<file path="src/design/bxds_pkg.sv">
`default_nettype none

package bxds_pkg;

  // Fixed field widths of the pixel and result beats.
  localparam int PIX_W      = 8;
  localparam int COORD_W    = 12;
  localparam int NUM_CH     = 3;

  // Configuration register widths and frame limits.
  localparam int KERN_REG_W = 5;
  localparam int DIM_REG_W  = 13;
  localparam int MAX_HEIGHT = 4096;

  // APB port geometry: three registers on a 32-bit data bus at 0x0, 0x4, 0x8.
  localparam int APB_AW     = 4;
  localparam int APB_DW     = 32;

  localparam logic [KERN_REG_W-1:0] KERN_RESET   = 5'd1;
  localparam logic [DIM_REG_W-1:0]  WIDTH_RESET  = 13'd640;
  localparam logic [DIM_REG_W-1:0]  HEIGHT_RESET = 13'd480;

  typedef enum logic [1:0] {
    IDX_KERNEL = 2'd0,
    IDX_WIDTH  = 2'd1,
    IDX_HEIGHT = 2'd2,
    IDX_NONE   = 2'd3
  } reg_idx_e;

  typedef enum logic [1:0] {
    ST_IDLE,
    ST_WB,
    ST_DIV
  } bxds_state_e;

  // Divider handshake from the control FSM.
  typedef struct packed {
    logic start;
    logic ack;
  } div_ctl_t;

endpackage

`default_nettype wire

</file>
<file path="src/design/bxds_div.sv">
`default_nettype none

module bxds_div import bxds_pkg::*; #(
  parameter int SW = 16,
  parameter int AW = 9
) (
  input  wire logic                      clk_i,
  input  wire logic                      rst_ni,
  input  wire div_ctl_t                  ctl_i,
  input  wire logic [NUM_CH-1:0][SW-1:0] dividend_i,
  input  wire logic [AW-1:0]             divisor_i,
  output logic                           done_o,
  output logic      [NUM_CH-1:0][SW-1:0] quotient_o
);

  localparam int CNT_W = $clog2(SW + 1);

  logic                      busy_q, busy_d;
  logic [CNT_W-1:0]          cnt_q, cnt_d;
  logic [AW-1:0]             dvs_q, dvs_d;
  logic [NUM_CH-1:0][AW-1:0] rem_q, rem_d;
  logic [NUM_CH-1:0][SW-1:0] quo_q, quo_d;
  logic [AW:0]               shifted;

  // One restoring step per cycle, all three channels side by side.
  always_comb begin
    busy_d  = busy_q;
    cnt_d   = cnt_q;
    dvs_d   = dvs_q;
    rem_d   = rem_q;
    quo_d   = quo_q;
    shifted = '0;
    if (ctl_i.start) begin
      busy_d = 1'b1;
      cnt_d  = CNT_W'(SW);
      dvs_d  = divisor_i;
      rem_d  = '0;
      quo_d  = dividend_i;
    end else if (busy_q && (cnt_q != '0)) begin
      cnt_d = cnt_q - 1'b1;
      for (int c = 0; c < NUM_CH; c++) begin
        shifted = {rem_q[c], quo_q[c][SW-1]};
        if (shifted >= {1'b0, dvs_q}) begin
          rem_d[c] = AW'(shifted - {1'b0, dvs_q});
          quo_d[c] = {quo_q[c][SW-2:0], 1'b1};
        end else begin
          rem_d[c] = shifted[AW-1:0];
          quo_d[c] = {quo_q[c][SW-2:0], 1'b0};
        end
      end
    end else if (ctl_i.ack) begin
      busy_d = 1'b0;
    end
  end

  always_ff @(posedge clk_i or negedge rst_ni) begin
    if (!rst_ni) begin
      busy_q <= 1'b0;
      cnt_q  <= '0;
    end else begin
      busy_q <= busy_d;
      cnt_q  <= cnt_d;
    end
  end

  always_ff @(posedge clk_i) begin
    dvs_q <= dvs_d;
    rem_q <= rem_d;
    quo_q <= quo_d;
  end

  assign done_o     = busy_q && (cnt_q == '0);
  assign quotient_o = quo_q;

endmodule

`default_nettype wire

</file>
<file path="config.mk">
export PLATFORM = sky130hd
export DESIGN_NAME = bxds_div
export DESIGN_NICKNAME = d
export VERILOG_FILES = /design/src/design/bxds_pkg.sv /design/src/design/bxds_div.sv
export SDC_FILE = /design/constraint.sdc
export NUM_CORES = 1
export LEC_CHECK = 0
export ABC_AREA = 1
export BUFFER_PORTS_ARGS = -buffer_cell sky130_fd_sc_hd__buf_2
export CELL_PAD_IN_SITES_DETAIL_PLACEMENT = 0
export CELL_PAD_IN_SITES_GLOBAL_PLACEMENT = 1
export CORE_UTILIZATION = 43
export CTS_CLUSTER_DIAMETER = 120
export DETAILED_ROUTE_END_ITERATION = 8
export GPL_TIMING_DRIVEN = 0
export MAX_ROUTING_LAYER = met4
export PLACE_DENSITY = 0.92
export SLEW_MARGIN = 10
export SYNTH_ARGS = -nofsm -noshare
export SYNTH_HDL_FRONTEND = slang
export SYNTH_SLANG_ARGS = --single-unit
</file>
<file path="constraint.sdc">
create_clock -name clk_i -period 3.9 [get_ports clk_i]
set_input_delay 0.39 -clock clk_i [delete_from_list [all_inputs] [get_ports clk_i]]
set_output_delay 0.39 -clock clk_i [all_outputs]
set_load 0.05 [all_outputs]
</file>
# Word-level counts from Yosys, hierarchy flattened
# Index checks and enable logic that the tools add are counted.
# word_totals
reg_bits	90
inputBits	61
out_inout_bits	49
wordCells	37
# classes
add_sub_neg	4
n_lt_le_gt_ge	3
eq_ne	1
mux	13
reduce_logical	7
# ops
cell	count
48-bit 2-to-1 mux	2
10-bit by 9-bit greater-or-equal comparator with 1-bit output	3
9-bit 2-to-1 mux	3
9-bit subtractor	3
5-bit 2-to-1 mux	2
1-bit 2-to-1 mux	6
5-bit zero test	1
5-bit nonzero test	1
5-bit by 1-bit subtractor with 5-bit output (second input constant)	1
2-bit nonzero test	2
1-bit logical AND	2
2-bit inequality test (second input constant)	1
2-bit AND reduction	1

# Longest topological paths before layout
# logic_depth
ltp_word	4
ltp_mapped	13
depth_no_buf	13

# Worst setup path after synthesis
# No wires, ideal clock.
# synth_timing
path_kind	register to register
startpoint	reg quo_q, in the netlist quotient_o[31]
endpoint	reg quo_q, in the netlist quotient_o[16] (data pin)
setup_time_ns	0.268
arrival_time_ns	1.921
t_required_ns	3.632
path_slack_ns	1.712
path_stages_with_launch	12
path_buffers	1
period_less_slack_ns	2.188
cell_sequence	edfxtp_1 -> inv_1 -> ha_1 -> inv_1 -> fa_1 -> nand3_1 -> nand2_2 -> nand2_2 -> nand2_2 -> nand2_2 -> buf_6 -> a31oi_1
# synth_lines
item	line_no	source
from (decl)	bxds_div.sv:22	logic [NUM_CH-1:0][SW-1:0] quo_q, quo_d;
from (signal assigned)	bxds_div.sv:69	quo_q <= quo_d;

# Worst setup path after layout
# layout_timing
startpoint	reg cnt_q[0]
endpoint	reg rem_q[17] (netlist bit)
# layout_via
elab_chain_cells	2
# layout_rtl
item	line_no	source
from (decl)	bxds_div.sv:19	logic [CNT_W-1:0] cnt_q, cnt_d;
from (signal assigned)	bxds_div.sv:62	cnt_q <= cnt_d;
5-bit nonzero test	bxds_div.sv:39	end else if (busy_q && (cnt_q != '0)) begin
1-bit logical AND	bxds_div.sv:39	
to (signal assigned)	bxds_div.sv:68	rem_q <= rem_d;
to (decl)	bxds_div.sv:21	logic [NUM_CH-1:0][AW-1:0] rem_q, rem_d;
# Every way passes these cells.
# A chain may end at the register's enable or synchronous reset.

==> impl_metrics.py <==
metrics = {
    "outcome": {
        "status": "completed",
    },
    "critical_path": {
        "worstSetupPathType": "reg2reg",
        "critPathLaunchType": "flop",
        "critPathRequiredTime_ps": 4150,
        "cp_max_fo": 51,
        "cp.arrival_ps": 2950,
        "end_kind": "flop",
    },
    "routing": {
        "drt_iter0_markers": 216,
        "wire_per_inst_um": 13.38,
        "drc": 0,
        "antenna_left": 0,
        "routed_via_density": 4.798,
        "routed_wl_mm": 13.19,
        "firstDrtPassIters": 5,
        "via_count": 4731,
    },
    "final_layout": {
        "final_cell_mix": "nand2_1 (315), buf_2 (114), inv_1 (77), edfxtp_1 (57), nand3_1 (47)",
        "layout_commonest_cell": "nand2_1",
        "final_util_pct": 53.18,
        "area_growth_pct": 19.93,
        "antenna_cells": 0,
        "drive_gt1_share_pct": 19.93,
        "nNetsFinal": 906,
    },
    "pwr": {
        "p_clk_share_pct": 19.8,
        "p_int_uw": 2510,
        "combPwrFrac_pct": 47.4,
        "vdd_ir_drop_max_mv": 0.3644,
        "p_seq_share_pct": 32.8,
        "power_density_mw_per_mm2": 710.0,
        "leakage_uw": 0.003467,
        "swShare_pct": 44.90,
        "p_sw_uw": 2045,
    },
    "floorplanning": {
        "dieWidth_um": 113.5,
        "rows": 40,
        "dieArea_mm2": 0.01289,
        "die_h_um": 113.5,
        "pin_count": 110,
        "start_util_pct": 44.35,
        "coreArea_mm2": 0.01206,
    },
    "clock_tree": {
        "clk_pin_slew_worst_paths_ps": 70,
        "clock_latency_ps": 350,
        "clock_path_buffers": 2,
        "numCtsBuffers": 9,
        "root_buffer": "clkbuf_16",
        "postCtsSetupRepairBufs": 0,
        "cts_max_level": 3,
        "clock_sinks": 90,
        "cts_tree": "done",
        "cts_resized": 0,
    },
    "timing": {
        "slew_viol_final": 0,
        "max_freq_ghz": 0.3699,
        "finClkSkew_ps": 9.026,
        "post-route-period-util_pct": 69.31,
        "slew_headroom_pct": 20.97,
        "hold_viol_final": 0,
        "tightest_slew_ps": 1181,
        "fin_setup_tns_ps": 0,
        "setup_viol": 0,
        "rsz0062_at_grt": "false",
        "fin_crit_ps": 2703,
    },
    "global_routing": {
        "overflow": 0,
        "grt_pass1_wl_mm": 21.43,
        "grt_max_degree": 52,
        "grt_pass1_vias": 4506,
        "grt_usage_pct": 22.02,
        "antenna_found_initial": 0,
    },
    "logic_synthesis": {
        "syn_nets": 785,
        "synthCells": 692,
        "synth.area.top_cells": "edfxtp_1 (32%), nand2_1 (22%), dfxtp_1 (10%)",
        "avgSynthCellArea_um2": 7.730,
        "yosys_warnings": 0,
        "seq_area_frac_synth_pct": 44.91,
        "ys_types": 32,
        "synth-seq-cells": 90,
        "synth_area_mm2": 0.005349,
        "synth_top_area_share_pct": 32.00,
        "synth_top_cell_by_area": "edfxtp_1",
    },
    "place": {
        "dpl.hpwl_mm": 9.817,
        "place.gp.congestion": 0.8511,
        "io_buffers": 109,
    },
    "worst_hold_path": {
        "hold_class": "in2reg",
    },
    "flow_run": {
        "drv_cap": 0,
    },
}
==> synthesized netlist by cell type (all sizes together) <==
cell type and count:
nand2 327, inv 78, nand3 58, edfxtp 57, ha 29, dfxtp 27
nor2 24, nand3b 22, a21oi 15, buf 14, clkbuf 7, o21ai 7
dfrtp 6, xor2 4, a31oi 3, fa 3, nor3 3, xnor2 3
and2 1, clkinv 1, nand4 1, o22ai 1, or2 1
==> path summary, 6_finish.rpt <==
kind / slack [ps] / end / startpoint / depth (start not counted)
max in group asynchronous: 3370 / cnt_q[1] / rst_ni / 2
min: 210 / dvs_q[0] / divisor_i[0] / 1
max: 1200 / rem_q[17] / cnt_q[0] / 9
min in group asynchronous: 380 / cnt_q[2] / rst_ni / 2
max reg2reg: 1200 / rem_q[17] / cnt_q[0] / 9
min reg2reg: 470 / rem_q[2] / rem_q[2] / 2
==> registers in the layout, summed over array words and instances, names as in the netlist <==
signal / flops
cnt_q: 5
dvs_q: 9
rem_q: 27
busy_q: 1
quotient_o: 48
==> power groups by stage <==
stage               Clock, uW  Sequential (uW)  Combinational, uW
floorplan                   0             1930               1230
global placement            0             1500               2110
detailed placement          0             1500               2150
CTS                       917             1490               2160
global route              953             1520               2410
finish                    901             1490               2160
==> per-stage QoR <==
step	hold slack [ps]	total power, uW	cells	worst slack [ps]	area (um2)
6_report	208.1	4555	986	1197	6415
3_5_place_dp	218.9	3653	969	1041	6105
3_3_place_gp	217.1	3608	969	1062	6105
2_1_floorplan	94.41	3163	692	1712	5349
5_1_grt	204.9	4888	986	917.8	6415
4_1_cts	202.2	4572	986	1122	6415
==> logic make-up after synthesis <==
kind of cell / share of synthesized area (%)
flops: 44.91
buf+inv: 8.047
fa+ha+maj: 7.907
compound gates: 2.526
simple gates: 35.46
xor+xnor: 1.146
==> layout make-up <==
class                   count  area, um2
fillers                  1162       5647
multi-input cells         502       2516
flip-flops and latches     90       2402
repair buffers            110      555.5
inverters                  79      297.8
clock buffers               9      225.2
well taps                 168      210.2
plain buffers              21      132.6
clock inverters             7      75.07
==> worst max-delay path, cell delays in order, from the launching register on <==
cell and delay (ps):
dfrtp_1 330, inv_1 80, ha_1 200, nand3_1 110
nand2_2 100, nand2_2 860, clkinv_2 440, buf_2 340
nand2_1 90, nand2_1 50
==> routing by layer <==
layer | share of wire [%] | track usage [%] | routed length [um] | vias to the layer above
li1 | - | - | - | 2445
met1 | 48 | 28.15 | 6281 | 2148
met2 | 46 | 35.16 | 6099 | 126
met3 | 4.8 | 4.198 | 637 | 12
met4 | 1.3 | 7.281 | 170 | 0
met5 | 0 | - | 0 | -
==> repair_timing <==
item | 4_1_cts | 5_1_grt
endpoints found under the hold margin | 6 | 0
hold buffers | 1 | 0
setup endpoints to repair | 0 | 0
Power figures use the tool's default switching activity.
